`src/hdl/csblit_pkg.sv`:
```
package csblit_pkg;

    localparam int COORD_BITS = 16;
    localparam int ADDR_BITS  = 24;
    localparam int CNT_W      = 13;
    localparam int PIX_W      = 24;
    localparam int IDX_W      = 3;
    localparam int CFG_W      = (COORD_BITS > CNT_W) ? COORD_BITS : CNT_W;
    // world coordinates and viewport edges, one bit wider so nothing wraps
    localparam int WC_W       = CFG_W + 1;
    localparam int SUM_W      = 2 * CNT_W + 1;
    localparam int ADDR_KEEP  = (ADDR_BITS < PIX_W) ? ADDR_BITS : PIX_W;

    localparam logic [IDX_W-1:0] REG_VIEW_X   = IDX_W'(0);
    localparam logic [IDX_W-1:0] REG_VIEW_Y   = IDX_W'(1);
    localparam logic [IDX_W-1:0] REG_VIEW_W   = IDX_W'(2);
    localparam logic [IDX_W-1:0] REG_VIEW_H   = IDX_W'(3);
    localparam logic [IDX_W-1:0] REG_STRIDE   = IDX_W'(4);
    localparam logic [IDX_W-1:0] REG_SPRITE_W = IDX_W'(5);
    localparam logic [IDX_W-1:0] REG_SPRITE_H = IDX_W'(6);

    localparam logic [CNT_W-1:0] VIEW_W_RST   = CNT_W'(320);
    localparam logic [CNT_W-1:0] VIEW_H_RST   = CNT_W'(240);
    localparam logic [CNT_W-1:0] STRIDE_RST   = CNT_W'(320);
    localparam logic [CNT_W-1:0] SPRITE_W_RST = CNT_W'(16);
    localparam logic [CNT_W-1:0] SPRITE_H_RST = CNT_W'(16);

    localparam logic REQ_START = 1'b0;
    localparam logic REQ_PIXEL = 1'b1;

    typedef struct packed {
        logic [COORD_BITS-1:0] view_x;
        logic [COORD_BITS-1:0] view_y;
        logic [CNT_W-1:0]      view_w;
        logic [CNT_W-1:0]      view_h;
        logic [CNT_W-1:0]      stride;
        logic [CNT_W-1:0]      sprite_w;
        logic [CNT_W-1:0]      sprite_h;
    } t_cfg;

    typedef struct packed {
        logic                  req_type;
        logic [COORD_BITS-1:0] pos_x;
        logic [COORD_BITS-1:0] pos_y;
        logic [PIX_W-1:0]      frame_pixel;
        logic [PIX_W-1:0]      mask_pixel;
    } t_req;

    // kept pixel, viewport-relative offsets
    typedef struct packed {
        logic             valid;
        logic [CNT_W-1:0] dx;
        logic [CNT_W-1:0] dy;
        logic [PIX_W-1:0] frame_pixel;
        logic [PIX_W-1:0] mask_pixel;
    } t_stage;

endpackage

```
`src/hdl/csblit_in_if.sv`:
```
interface csblit_in_if;
    import csblit_pkg::*;

    logic                  valid;
    logic                  ready;
    logic                  req_type;
    logic [COORD_BITS-1:0] pos_x;
    logic [COORD_BITS-1:0] pos_y;
    logic [PIX_W-1:0]      frame_pixel;
    logic [PIX_W-1:0]      mask_pixel;

    modport source (
        output valid, req_type, pos_x, pos_y, frame_pixel, mask_pixel,
        input  ready
    );
    modport sink (
        input  valid, req_type, pos_x, pos_y, frame_pixel, mask_pixel,
        output ready
    );
endinterface

```
`src/hdl/csblit_out_if.sv`:
```
interface csblit_out_if;
    import csblit_pkg::*;

    logic             valid;
    logic             ready;
    logic [PIX_W-1:0] write_address;
    logic [PIX_W-1:0] and_value;
    logic [PIX_W-1:0] or_value;

    modport source (
        output valid, write_address, and_value, or_value,
        input  ready
    );
    modport sink (
        input  valid, write_address, and_value, or_value,
        output ready
    );
endinterface

```
`src/hdl/clipped_masked_sprite_blit.sv`:
```
// A kept pixel's write is registered in the clip stage, then in the output register.
// Throughput: one request per cycle unless both stages hold a write and the output is stalled;
// the clip stage can take a request, if it is empty, while the output register holds a write that has not been taken.
// Reset: synchronous, active low; sprite state, pipeline valids and config registers
// return to their reset values (viewport 320x240 at 0,0, stride 320, sprite 16x16).
module clipped_masked_sprite_blit (
    input  logic                         i_clk,
    input  logic                         i_rst_n,
    input  logic                         i_cfg_we,
    input  logic [csblit_pkg::IDX_W-1:0] i_cfg_idx,
    input  logic [csblit_pkg::CFG_W-1:0] i_cfg_data,
    csblit_in_if.sink                    i_req,
    csblit_out_if.source                 o_res
);
    import csblit_pkg::*;

    t_cfg   cfg;
    t_req   req;
    t_stage stage;
    logic   advance;
    logic   accept;

    // Stage 1 (clip): at accept, the row/column counters step and the world
    // coordinate is tested against the viewport; kept pixels are registered
    // with their viewport-relative offsets.
    // Stage 2 (address): one multiply-add forms the framebuffer index into
    // the output register.
    assign i_req.ready = !stage.valid || advance;
    assign accept      = i_req.valid && i_req.ready;

    assign req.req_type    = i_req.req_type;
    assign req.pos_x       = i_req.pos_x;
    assign req.pos_y       = i_req.pos_y;
    assign req.frame_pixel = i_req.frame_pixel;
    assign req.mask_pixel  = i_req.mask_pixel;

    csblit_cfg u_cfg (
        .i_clk      (i_clk),
        .i_rst_n    (i_rst_n),
        .i_cfg_we   (i_cfg_we),
        .i_cfg_idx  (i_cfg_idx),
        .i_cfg_data (i_cfg_data),
        .o_cfg      (cfg)
    );

    csblit_clip u_clip (
        .i_clk     (i_clk),
        .i_rst_n   (i_rst_n),
        .i_cfg     (cfg),
        .i_accept  (accept),
        .i_req     (req),
        .i_advance (advance),
        .o_stage   (stage)
    );

    csblit_addr u_addr (
        .i_clk     (i_clk),
        .i_rst_n   (i_rst_n),
        .i_cfg     (cfg),
        .i_stage   (stage),
        .o_advance (advance),
        .o_res     (o_res)
    );

`ifndef SYNTHESIS
    // back-pressure only when both stages hold a write
    a_ready_low: assert property (@(posedge i_clk) disable iff (!i_rst_n)
        !i_req.ready |-> (stage.valid && o_res.valid))
        else $error("input stalled with a free stage");

    // a start request never produces a write
    a_start_silent: assert property (@(posedge i_clk) disable iff (!i_rst_n)
        (accept && i_req.req_type == REQ_START) |=> !stage.valid)
        else $error("start request produced a write");

    // a pending write leaves only once taken
    a_out_drop: assert property (@(posedge i_clk) disable iff (!i_rst_n)
        $fell(o_res.valid) |-> $past(o_res.ready))
        else $error("write dropped before being taken");
`endif

endmodule

```
`src/hdl/csblit_cfg.sv`:
```
module csblit_cfg (
    input  logic                         i_clk,
    input  logic                         i_rst_n,
    input  logic                         i_cfg_we,
    input  logic [csblit_pkg::IDX_W-1:0] i_cfg_idx,
    input  logic [csblit_pkg::CFG_W-1:0] i_cfg_data,
    output csblit_pkg::t_cfg             o_cfg
);
    import csblit_pkg::*;

    t_cfg r_cfg;

    always_ff @(posedge i_clk) begin
        if (!i_rst_n) begin
            r_cfg.view_x   <= '0;
            r_cfg.view_y   <= '0;
            r_cfg.view_w   <= VIEW_W_RST;
            r_cfg.view_h   <= VIEW_H_RST;
            r_cfg.stride   <= STRIDE_RST;
            r_cfg.sprite_w <= SPRITE_W_RST;
            r_cfg.sprite_h <= SPRITE_H_RST;
        end else if (i_cfg_we) begin
            case (i_cfg_idx)
                REG_VIEW_X:   r_cfg.view_x   <= COORD_BITS'(i_cfg_data);
                REG_VIEW_Y:   r_cfg.view_y   <= COORD_BITS'(i_cfg_data);
                REG_VIEW_W:   r_cfg.view_w   <= CNT_W'(i_cfg_data);
                REG_VIEW_H:   r_cfg.view_h   <= CNT_W'(i_cfg_data);
                REG_STRIDE:   r_cfg.stride   <= CNT_W'(i_cfg_data);
                REG_SPRITE_W: r_cfg.sprite_w <= CNT_W'(i_cfg_data);
                REG_SPRITE_H: r_cfg.sprite_h <= CNT_W'(i_cfg_data);
                default: begin
                end
            endcase
        end
    end

    assign o_cfg = r_cfg;

endmodule

```
`src/hdl/csblit_clip.sv`:
```
module csblit_clip (
    input  logic               i_clk,
    input  logic               i_rst_n,
    input  csblit_pkg::t_cfg   i_cfg,
    input  logic               i_accept,
    input  csblit_pkg::t_req   i_req,
    input  logic               i_advance,
    output csblit_pkg::t_stage o_stage
);
    import csblit_pkg::*;

    logic [COORD_BITS-1:0] r_origin_x, r_origin_y;
    logic [CNT_W-1:0]      r_col, r_row;
    logic                  r_active;
    t_stage                r_stage;

    logic [COORD_BITS-1:0] n_origin_x, n_origin_y;
    logic [CNT_W-1:0]      n_col, n_row;
    logic                  n_active;
    t_stage                n_stage;

    logic [WC_W-1:0]  wx, wy, vx_end, vy_end;
    logic [CNT_W-1:0] col_inc, row_inc;
    logic             sprite_done, in_view;

    always_comb begin
        wx     = WC_W'(r_origin_x) + WC_W'(r_col);
        wy     = WC_W'(r_origin_y) + WC_W'(r_row);
        vx_end = WC_W'(i_cfg.view_x) + WC_W'(i_cfg.view_w);
        vy_end = WC_W'(i_cfg.view_y) + WC_W'(i_cfg.view_h);
        in_view = (wx >= WC_W'(i_cfg.view_x)) && (wx < vx_end) &&
                  (wy >= WC_W'(i_cfg.view_y)) && (wy < vy_end);
        sprite_done = (i_cfg.sprite_w == '0) || (i_cfg.sprite_h == '0) ||
                      (r_row >= i_cfg.sprite_h);
        col_inc = r_col + CNT_W'(1);
        row_inc = r_row + CNT_W'(1);

        n_origin_x = r_origin_x;
        n_origin_y = r_origin_y;
        n_col      = r_col;
        n_row      = r_row;
        n_active   = r_active;

        n_stage.valid       = 1'b0;
        n_stage.dx          = CNT_W'(wx - WC_W'(i_cfg.view_x));
        n_stage.dy          = CNT_W'(wy - WC_W'(i_cfg.view_y));
        n_stage.frame_pixel = i_req.frame_pixel;
        n_stage.mask_pixel  = i_req.mask_pixel;

        if (i_req.req_type == REQ_START) begin
            n_origin_x = i_req.pos_x;
            n_origin_y = i_req.pos_y;
            n_col      = '0;
            n_row      = '0;
            n_active   = 1'b1;
        end else if (r_active) begin
            if (sprite_done) begin
                n_active = 1'b0;
            end else begin
                n_stage.valid = in_view;
                if (col_inc >= i_cfg.sprite_w) begin
                    n_col = '0;
                    n_row = row_inc;
                    if (row_inc >= i_cfg.sprite_h) begin
                        n_active = 1'b0;
                    end
                end else begin
                    n_col = col_inc;
                end
            end
        end
    end

    always_ff @(posedge i_clk) begin
        if (!i_rst_n) begin
            r_origin_x    <= '0;
            r_origin_y    <= '0;
            r_col         <= '0;
            r_row         <= '0;
            r_active      <= 1'b0;
            r_stage.valid <= 1'b0;
        end else if (i_accept) begin
            r_origin_x <= n_origin_x;
            r_origin_y <= n_origin_y;
            r_col      <= n_col;
            r_row      <= n_row;
            r_active   <= n_active;
            r_stage    <= n_stage;
        end else if (i_advance) begin
            r_stage.valid <= 1'b0;
        end
    end

    assign o_stage = r_stage;

endmodule

```
`src/hdl/csblit_addr.sv`:
```
module csblit_addr (
    input  logic               i_clk,
    input  logic               i_rst_n,
    input  csblit_pkg::t_cfg   i_cfg,
    input  csblit_pkg::t_stage i_stage,
    output logic               o_advance,
    csblit_out_if.source       o_res
);
    import csblit_pkg::*;

    localparam logic [PIX_W-1:0] ADDR_MASK = {PIX_W{1'b1}} >> (PIX_W - ADDR_KEEP);

    logic             r_valid;
    logic [PIX_W-1:0] r_addr, r_and, r_or;
    logic [SUM_W-1:0] n_sum;

    // row offset times stride plus column offset
    assign n_sum = SUM_W'(i_stage.dy) * SUM_W'(i_cfg.stride) + SUM_W'(i_stage.dx);

    assign o_advance = !r_valid || o_res.ready;

    always_ff @(posedge i_clk) begin
        if (!i_rst_n) begin
            r_valid <= 1'b0;
        end else if (o_advance) begin
            r_valid <= i_stage.valid;
        end
    end

    always_ff @(posedge i_clk) begin
        if (o_advance && i_stage.valid) begin
            r_addr <= PIX_W'(n_sum) & ADDR_MASK;
            r_and  <= i_stage.mask_pixel;
            r_or   <= i_stage.frame_pixel;
        end
    end

    assign o_res.valid         = r_valid;
    assign o_res.write_address = r_addr;
    assign o_res.and_value     = r_and;
    assign o_res.or_value      = r_or;

endmodule
```
`src/flat_wrapper.sv`:
```
// flat-port wrapper written by rule: the top's interface ports become plain ports
module clipped_masked_sprite_blit_flat import csblit_pkg::*;
  (i_clk, i_rst_n, i_cfg_we, i_cfg_idx, i_cfg_data, i_req_valid, i_req_req_type, i_req_pos_x, i_req_pos_y, i_req_frame_pixel, i_req_mask_pixel, i_req_ready, o_res_valid, o_res_write_address, o_res_and_value, o_res_or_value, o_res_ready);
  csblit_in_if i_req_i ();
  csblit_out_if o_res_i ();
  input  logic i_clk;
  input  logic i_rst_n;
  input  logic i_cfg_we;
  input  logic [csblit_pkg::IDX_W-1:0] i_cfg_idx;
  input  logic [csblit_pkg::CFG_W-1:0] i_cfg_data;
  input wire logic [$bits(i_req_i.valid)-1:0] i_req_valid;
  input wire logic [$bits(i_req_i.req_type)-1:0] i_req_req_type;
  input wire logic [$bits(i_req_i.pos_x)-1:0] i_req_pos_x;
  input wire logic [$bits(i_req_i.pos_y)-1:0] i_req_pos_y;
  input wire logic [$bits(i_req_i.frame_pixel)-1:0] i_req_frame_pixel;
  input wire logic [$bits(i_req_i.mask_pixel)-1:0] i_req_mask_pixel;
  output wire logic [$bits(i_req_i.ready)-1:0] i_req_ready;
  output wire logic [$bits(o_res_i.valid)-1:0] o_res_valid;
  output wire logic [$bits(o_res_i.write_address)-1:0] o_res_write_address;
  output wire logic [$bits(o_res_i.and_value)-1:0] o_res_and_value;
  output wire logic [$bits(o_res_i.or_value)-1:0] o_res_or_value;
  input wire logic [$bits(o_res_i.ready)-1:0] o_res_ready;
  assign i_req_i.valid = i_req_valid;
  assign i_req_i.req_type = i_req_req_type;
  assign i_req_i.pos_x = i_req_pos_x;
  assign i_req_i.pos_y = i_req_pos_y;
  assign i_req_i.frame_pixel = i_req_frame_pixel;
  assign i_req_i.mask_pixel = i_req_mask_pixel;
  assign i_req_ready = i_req_i.ready;
  assign o_res_valid = o_res_i.valid;
  assign o_res_write_address = o_res_i.write_address;
  assign o_res_and_value = o_res_i.and_value;
  assign o_res_or_value = o_res_i.or_value;
  assign o_res_i.ready = o_res_ready;
  clipped_masked_sprite_blit u_core (.i_clk(i_clk), .i_rst_n(i_rst_n), .i_cfg_we(i_cfg_we), .i_cfg_idx(i_cfg_idx), .i_cfg_data(i_cfg_data), .i_req(i_req_i), .o_res(o_res_i));
endmodule
```
`config.mk`:
```
export PLATFORM = sky130hd
export DESIGN_NAME = clipped_masked_sprite_blit_flat
export DESIGN_NICKNAME = d
export VERILOG_FILES = /design/src/hdl/csblit_pkg.sv /design/src/hdl/csblit_in_if.sv /design/src/hdl/csblit_out_if.sv /design/src/hdl/clipped_masked_sprite_blit.sv /design/src/hdl/csblit_cfg.sv /design/src/hdl/csblit_clip.sv /design/src/hdl/csblit_addr.sv /design/src/flat_wrapper.sv
export SDC_FILE = /design/constraint.sdc
export NUM_CORES = 1
export LEC_CHECK = 0
export BUFFER_PORTS_ARGS = -buffer_cell sky130_fd_sc_hd__buf_2
export CORE_UTILIZATION = 39
export CTS_CLUSTER_DIAMETER = 100
export CTS_CLUSTER_SIZE = 14
export DETAILED_ROUTE_END_ITERATION = 6
export PLACE_DENSITY_LB_ADDON = 0.2
export SYNTH_ARGS = -nofsm -noshare
export SYNTH_HDL_FRONTEND = slang
export SYNTH_SLANG_ARGS = --single-unit
```
`constraint.sdc`:
```
create_clock -name i_clk -period 8.3 [get_ports i_clk]
set_input_delay 0.83 -clock i_clk [delete_from_list [all_inputs] [get_ports i_clk]]
set_output_delay 0.83 -clock i_clk [all_outputs]
set_load 0.02 [all_outputs]
```
==> summary.md, run 1 <==
| Metric | Value |
|---|---|
| Outcome | completed |
| Mapped Avg Cell Area | ~9.6 um^2 |
| Skew final | ~0.017 ns |
| TNS Setup | 0 ns |
| Area growth syn-to-layout | 11.22% |
| Die ar. | between 50000 and 60000 um^2 |
| Crit path max-delay cell type | edfxtp_1 |
| Core footprint | around 55000 um^2 |
| Logic pwr share | 0.240 |
| Fillcell total | 5370 |
| Seq/Total Area, Yosys | 0.3441 |
| Dominant cell type by area after synthesis | edfxtp_1 |
| Pin count of the biggest net entering global routing | 111 |
| Fin crit share | 0.7463 |
| First-pass GRT wire length | approximately 86 mm |
| H-tree depth | 1 |
| Total track usage | 0.1898 |
| Max Fclk | 161.4 MHz |
| Final core utilization | 0.4410 |
| Worst Setup Path Type | reg2reg |
| Slew @ Worst Pin | 1.208 ns |
| WHS | roughly 0.41 ns |
| DRT antenna net count | 0 |
| Post-CTS Hold Buffers | 0 |
| Ys flop type | dfxtp_1 |
| Post-synth EDFFs | between 100 and 150 |
| Ports | 179 |
| Critical path capture point type | register |
| Max FO, Critical Path | 13 |
| Detailed Route Iter0 Violations | 784 |
| Reg clk slew, reported paths | around 0.070 ns |
| GPL Wtd Cong | 0.9090 |
| Int Power | about 2700 uW |
| Final setup viols | 0 |
| Vias in the first global route | around 16000 |
| Clock sink count | between 300 and 400 |
| Pins over their slew limit | 0 |
| Layout cells sized above 1 | 0.1020 |
| Wirelength per Cell | between 15 and 20 um |
| # port buffers | around 180 |
| Worst Hold Class | reg2reg |
| Die Height | approximately 240 um |
| Max stage delay on crit path | 0.58 ns |
| Share of Yosys cell area claimed by the top area cell type | 0.1999 |
| Total number of vias | roughly 16000 |
| WP data required | 8.62 ns |
| Sw Ratio | 0.2969 |
| Power consumption | 3877 uW |
| Vias/cell | approximately 5 |
| Area after DPL | between 20000 and 25000 um^2 |
| Most common cell in the netlist | nand2_1 |
| Detailed Route WL | between 50 and 60 mm |
| Lkg Pwr | between 0.01 and 0.015 uW |
| Yosys warning count | 0 |
| Normalized max-slew margin | 0.1914 |
| Period minus WS final | 6.194 ns |
| GRT overflow | 0 |
| Width of the die | about 240 um |
| Sw Pwr | ~1200 uW |
| Register share of total power | 0.441 |
| Synth unique cells | approximately 70 |
| Site Rows | 86 |
| Drt drc | 0 |
| Async SR Flop Fraction | 0 |
| CTS Buf Count | 27 |
| Critical Path Source Type | register |
| Clock power frac | 0.318 |
| Resized cells post-CTS | 0 |
| Syn nets | approximately 2800 |
| Mapped cell area | ~22000 um^2 |
| # nets final | ~3000 |
| Peak VDD IR | 0.0001396 V |
| Setup bufs post-CTS | 0 |
| Synth Instances | roughly 2300 |
| Max Root-Sink Buffers | 3 |
| CTS tree | built |
| Initial antenna violation count | 4 |
| Pwr dens | between 150 and 200 nW/um^2 |
| CTS root buf | clkbuf_16 |
| RSZ-0062 raised after global routing | false |
| Finished Cell Area | roughly 24000 um^2 |
| Final HPWL DP | ~42 mm |
| Synth top cells by count | nand2_1 (410), ha_1 (236), inv_1 (232), dfxtp_1 (158), edfxtp_1 (146) |
| Final hold violation count | 0 |
| Worst EP arrival | ~6.5 ns |
| TritonRoute pass-1 iters | 5 |
| Seq cells post-synth | 304 |
| Initial core utilization | 0.3965 |
| CP Cell Sequence | and2_1 > fa_1 > inv_1 > fa_1 > inv_1 > fa_1 > inv_1 > fa_1 > inv_1 > fa_1 > inv_1 > fa_1 > inv_1 > ha_1 > and3_1 > o31ai_1 > o31ai_2 > or2b_1 > nand2_1 > a21oi_1 > xnor2_1 |
| Synth area leaders | edfxtp_1 (20%), dfxtp_1 (14%), ha_1 (13%), fa_1 (12%), nand2_1 (7.0%) |
| Worst skew pair latency | about 0.57 ns |
| Maxcap violations | 0 |
==> final timing paths <==
check	start	to	slack, ns	cells past startpoint
setup reg to reg	u_core.u_clip.o_stage[53]$_DFFE_PP_	u_core.u_addr.o_res.write_address[20]$_DFFE_PP_	2.11	21
hold / removal	u_core.u_clip.o_stage[39]$_DFFE_PP_	u_core.u_addr.o_res.or_value[15]$_DFFE_PP_	0.41	0
hold reg to reg	u_core.u_clip.o_stage[39]$_DFFE_PP_	u_core.u_addr.o_res.or_value[15]$_DFFE_PP_	0.41	0
setup / recovery	u_core.u_clip.o_stage[53]$_DFFE_PP_	u_core.u_addr.o_res.write_address[20]$_DFFE_PP_	2.11	21
==> kinds of logic (layout without fill, tap and decap cells) <==
family | after synthesis | count (layout) | share of synthesized area
compound gates | 403 | 403 | 0.1309
xor+xnor | 126 | 126 | 0.05032
fa+ha+maj | 371 | 371 | 0.2579
buf+inv | 298 | 460 | 0.05151
flops | 304 | 304 | 0.3441
mux | 1 | 1 | 0.0004564
other cells | 0 | 4 | 0
simple gates | 787 | 787 | 0.1648
==> through the flow <==
| stage | instances | setup slack, ns |
|---|---|---|
| finish | 3204 | 2.106 |
| CTS | 3200 | 2.116 |
| global placement | 3156 | 2.195 |
| detailed placement | 3156 | 2.120 |
| global route | 3200 | 1.850 |
| floorplan | 2290 | 2.531 |
==> flip-flops by register name, indices dropped and copies added (netlist names) <==
signal and cells:
u_core.u_addr.o_res.and_value 24, u_core.u_addr.o_res.or_value 24, u_core.u_addr.o_res.valid 1, u_core.u_addr.o_res.write_address 24, u_core.u_cfg.o_cfg 97, u_core.u_clip.o_stage 75
u_core.u_clip.r_active 1, u_core.u_clip.r_col 13, u_core.u_clip.r_origin_x 16, u_core.u_clip.r_origin_y 16, u_core.u_clip.r_row 13
==> cell usage in the layout (no fill, tap or decap), drive strengths merged, types with 5 or more instances in the layout <==
master,count
a2111oi,6
a211o,5
a211oi,10
a21boi,125
a21o,29
a21oi,72
a221oi,5
a22o,7
a31oi,8
a41oi,5
and2,94
and3,28
and4,6
buf,184
clkbuf,39
dfxtp,158
edfxtp,146
fa,135
ha,236
inv,234
nand2,410
nand2b,20
nand3,50
nand4,6
nor2,92
nor2b,23
nor3,31
nor4,6
o211ai,18
o21a,19
o21ai,55
o21bai,10
or2,8
or3,8
xnor2,68
xor2,58
==> cell type report <==
class                      instances  area, um^2  share of cell area
inverter                         232       870.8             0.03570
antenna                            4       10.01           0.0004103
clock inverter                     5       68.82            0.002821
timing repair buffer             184       938.4             0.03847
sequential                       304        7547              0.3094
tap                              748       935.9             0.03837
multi-input combinational       1688       13270              0.5440
clock buffer                      39       752.0             0.03083
==> critical path, delay by kind of cell (launching register included) <==
kind	cells	cell delay [ns]
buffers and inverters	6	0.30
flip-flops	1	0.58
adder cells (fa/ha/maj)	7	3.40
XOR/XNOR	1	0.13
AO/OA/AOI/OAI	3	0.72
AND/OR/NAND/NOR	4	0.84
==> power groups by stage <==
stage	clock, uW	sequential, uW	combinational, uW
detailed placement	0	1740	930
finish	1230	1710	931
floorplan	0	1710	719
global route	1320	1720	1070
CTS	1280	1710	940
global placement	0	1740	913
==> metal layers <==
layer,GRT usage,part of all wire,vias to the layer above
met3,0.02425,0.044,66
met1,0.2578,0.47,7787
met2,0.3222,0.47,310
met4,0.03866,0.018,0
li1,-,-,8013
met5,0,0,-
No activity file was read; power rests on OpenSTA's default activity.
==> inputs of run 2 (changes only) <==
==> constraint.sdc (replaced) <==
create_clock -name i_clk -period 5.7 [get_ports i_clk]
set_input_delay 0.57 -clock i_clk [delete_from_list [all_inputs] [get_ports i_clk]]
set_output_delay 0.57 -clock i_clk [all_outputs]
set_load 0.02 [all_outputs]
==> run 2 against run 1 <==
  * Maximum frequency is 9.3% higher
  * Clock power is 43% higher
  * First-iteration DRC count is 16% higher
  * Hold slack worse by 0.25 ns
  * Largest cell class unchanged
  * Final cell count is 2.0% higher
==> summary.md, run 2 (synthesis gave the netlist of run 1 again) <==
| Metric | Value |
|---|---|
| Outcome | completed |
| Final core utilization | 0.4547 (+0.01366) |
| Slew @ Worst Pin | 1.217 ns (+0.008895 ns) |
| Layout cells sized above 1 | 0.1473 (+0.04532) |
| WP data required | 6.11 ns (-2.51 ns) |
| Worst Setup Path Type | reg2reg |
| Final hold violation count | 0 (unchanged) |
| Crit path max-delay cell type | fa_1 |
| Worst EP arrival | 6.08 ns (-0.43 ns) |
| Total number of vias | 16490 (+1.9%) |
| CTS Buf Count | 27 (unchanged) |
| Most used cell along the critical path | fa_1 |
| Sw Ratio | 0.3040 (+0.007158) |
| CTS tree | built |
| Total track usage | 0.1925 (+0.002784) |
| Vias in the first global route | 16550 (+2.1%) |
| Critical path capture point type | register |
| Die Height | 239.1 um (unchanged) |
| Most frequent cells in the layout | nand2_1 (408), ha_1 (227), inv_1 (220) |
| Detailed Route Iter0 Violations | 913 (+16%) |
| Pins over their slew limit | 0 (unchanged) |
| Clock sink count | 304 (unchanged) |
| Power consumption | 5927 uW (+53%) |
| Max FFs per register | 97 (unchanged) |
| Wirelength per Cell | 16.89 um (+0.66%) |
| Final HPWL DP | 43.22 mm (+2.4%) |
| Maxcap violations | 0 (unchanged) |
| # port buffers | 178 (unchanged) |
| Pin count of the biggest net entering global routing | 105 (-5.4%) |
| Clock power frac | 0.297 (-0.021) |
| Register share of total power | 0.416 (-0.025) |
| Peak VDD IR | 0.0002304 V (+65%) |
| CP Cell Sequence | and2_4 > fa_1 > inv_1 > fa_1 > inv_1 > fa_1 > fa_1 > fa_1 > inv_2 > fa_1 > inv_2 > ha_4 > a21o_1 > a21o_4 > a31oi_4 > nor3b_4 > o21ai_2 > o21ai_2 > a2111o_1 > o211ai_1 |
| Lkg Pwr | 0.01100 uW (+3.2%) |
| RSZ-0062 raised after global routing | true |
| Reg clk slew, reported paths | 0.07 ns (about the same) |
| Int Power | 4125 uW (+51%) |
| Max Fclk | 176.4 MHz (+9.3%) |
| Non-filler instance count after layout | 3267 (+2.0%) |
| DRT antenna net count | 0 (unchanged) |
| Worst skew pair latency | 0.57 ns (about the same) |
| Core footprint | 55310 um^2 (unchanged) |
| CTS root buf | clkbuf_16 |
| TritonRoute pass-1 iters | 5 (unchanged) |
| Pwr dens | 235.7 nW/um^2 (+48%) |
| Sw Pwr | 1802 uW (+57%) |
| Width of the die | 239.1 um (unchanged) |
| Normalized max-slew margin | 0.1855 (-0.005952) |
| Final setup viols | 0 (unchanged) |
| Critical Path Source Type | register |
| H-tree depth | 1 (unchanged) |
| First-pass GRT wire length | 87.11 mm (+1.5%) |
| GRT overflow | 0 (unchanged) |
| Antenna Cells | 0 (-4) |
| Fin crit share | 0.9946 (+0.2483) |
| Cells after DPL | 3203 (+1.5%) |
| Detailed Route WL | 55.17 mm (+2.6%) |
| Vias/cell | 5.047 (about the same) |
| Drt drc | 0 (unchanged) |
| Site Rows | 86 (unchanged) |
| Logic pwr share | 0.287 (+0.047) |
| Ports | 179 (unchanged) |
| Area growth syn-to-layout | 14.67% |
| WHS | 0.1662 ns (-0.2465 ns) |
| Max FO, Critical Path | 4 (-9) |
| Max stage delay on crit path | 0.53 ns (-0.05 ns) |
| Die ar. | 57190 um^2 (unchanged) |
| Fillcell total | 5345 (-0.47%) |
| Max Root-Sink Buffers | 3 (unchanged) |
| Reg2Reg Setup Slack | 0.03 ns (-2.07 ns) |
| Worst Hold Class | in2reg |
| Initial antenna violation count | 4 (unchanged) |
| Commonest non-fill, non-tap cell in the layout | nand2_1 |
| GPL Wtd Cong | 0.8625 (-5.1%) |
| Skew final | 0.02059 ns (+0.003140 ns) |
| # nets final | 2978 (+2.2%) |
| Initial core utilization | 0.3965 (unchanged) |
| Period minus WS final | 5.669 ns (-0.5253 ns) |
## run 2: metrics by stage
stage | setup WS, ns | setup TNS (ns) | area, um^2
2_1_floorplan | 0.002371 | 0 | 21950
3_3_place_gp | -0.1078 | -0.2709 | 23930
3_5_place_dp | -0.1725 | -0.7108 | 23930
4_1_cts | -0.009708 | -0.01249 | 24960
5_1_grt | -0.1008 | -0.4255 | 25150
6_report | 0.03085 | 0 | 25150
## run 2: routing by layer
metal	share of wire	wire length [um]	GRT usage
met4	0.021	1183	0.04118
met1	0.46	25250	0.2528
met2	0.48	26370	0.3348
met3	0.042	2338	0.02679
met5	0.00056	31	0
## run 2: worst paths after layout
kind	to	startpoint	cells past startpoint
setup reg to reg	u_core.u_addr.o_res.write_address[23]$_DFFE_PP_	u_core.u_clip.o_stage[55]$_DFFE_PP_	20
setup / recovery	u_core.u_addr.o_res.write_address[23]$_DFFE_PP_	u_core.u_clip.o_stage[55]$_DFFE_PP_	20
hold / removal	u_core.u_clip.o_stage[34]$_DFFE_PP_	i_req_frame_pixel[10]	1
hold reg to reg	u_core.u_addr.o_res.and_value[17]$_DFFE_PP_	u_core.u_clip.o_stage[17]$_DFFE_PP_	0
## run 2: repair_timing
action | 4_1_cts | 5_1_grt
pin swaps | 33 | 41
hold buffers | 0 | 0
resized for setup | 28 | 45
setup buffers | 15 | 5
setup endpoints to repair | 8 | 8
## run 2: layout make-up
cell class,instances,area (um^2),area share
Clock inverter,4,41.29,0.001642
Multi-Input combinational cell,1688,13530,0.5382
Clock buffer,42,763.2,0.03035
Inverter,232,870.8,0.03463
Tap cell,748,935.9,0.03721
Sequential cell,304,7555,0.3004
Timing Repair Buffer,249,1449,0.05761
## run 2: critical path: cells and delay by family (launching register included)
kind | cells | cell delay [ns]
adder cells (fa/ha/maj) | 7 | 3.17
AO/OA/AOI/OAI | 7 | 1.43
flip-flops | 1 | 0.43
AND/OR/NAND/NOR | 2 | 0.28
buffers and inverters | 4 | 0.19
## run 2: power groups by stage
stage	clock [uW]	combinational [uW]	sequential, uW
floorplan	0	1060	2500
CTS	1820	1580	2470
finish	1760	1700	2470
detailed placement	0	1480	2520
global placement	0	1460	2510
global route	1900	1900	2470
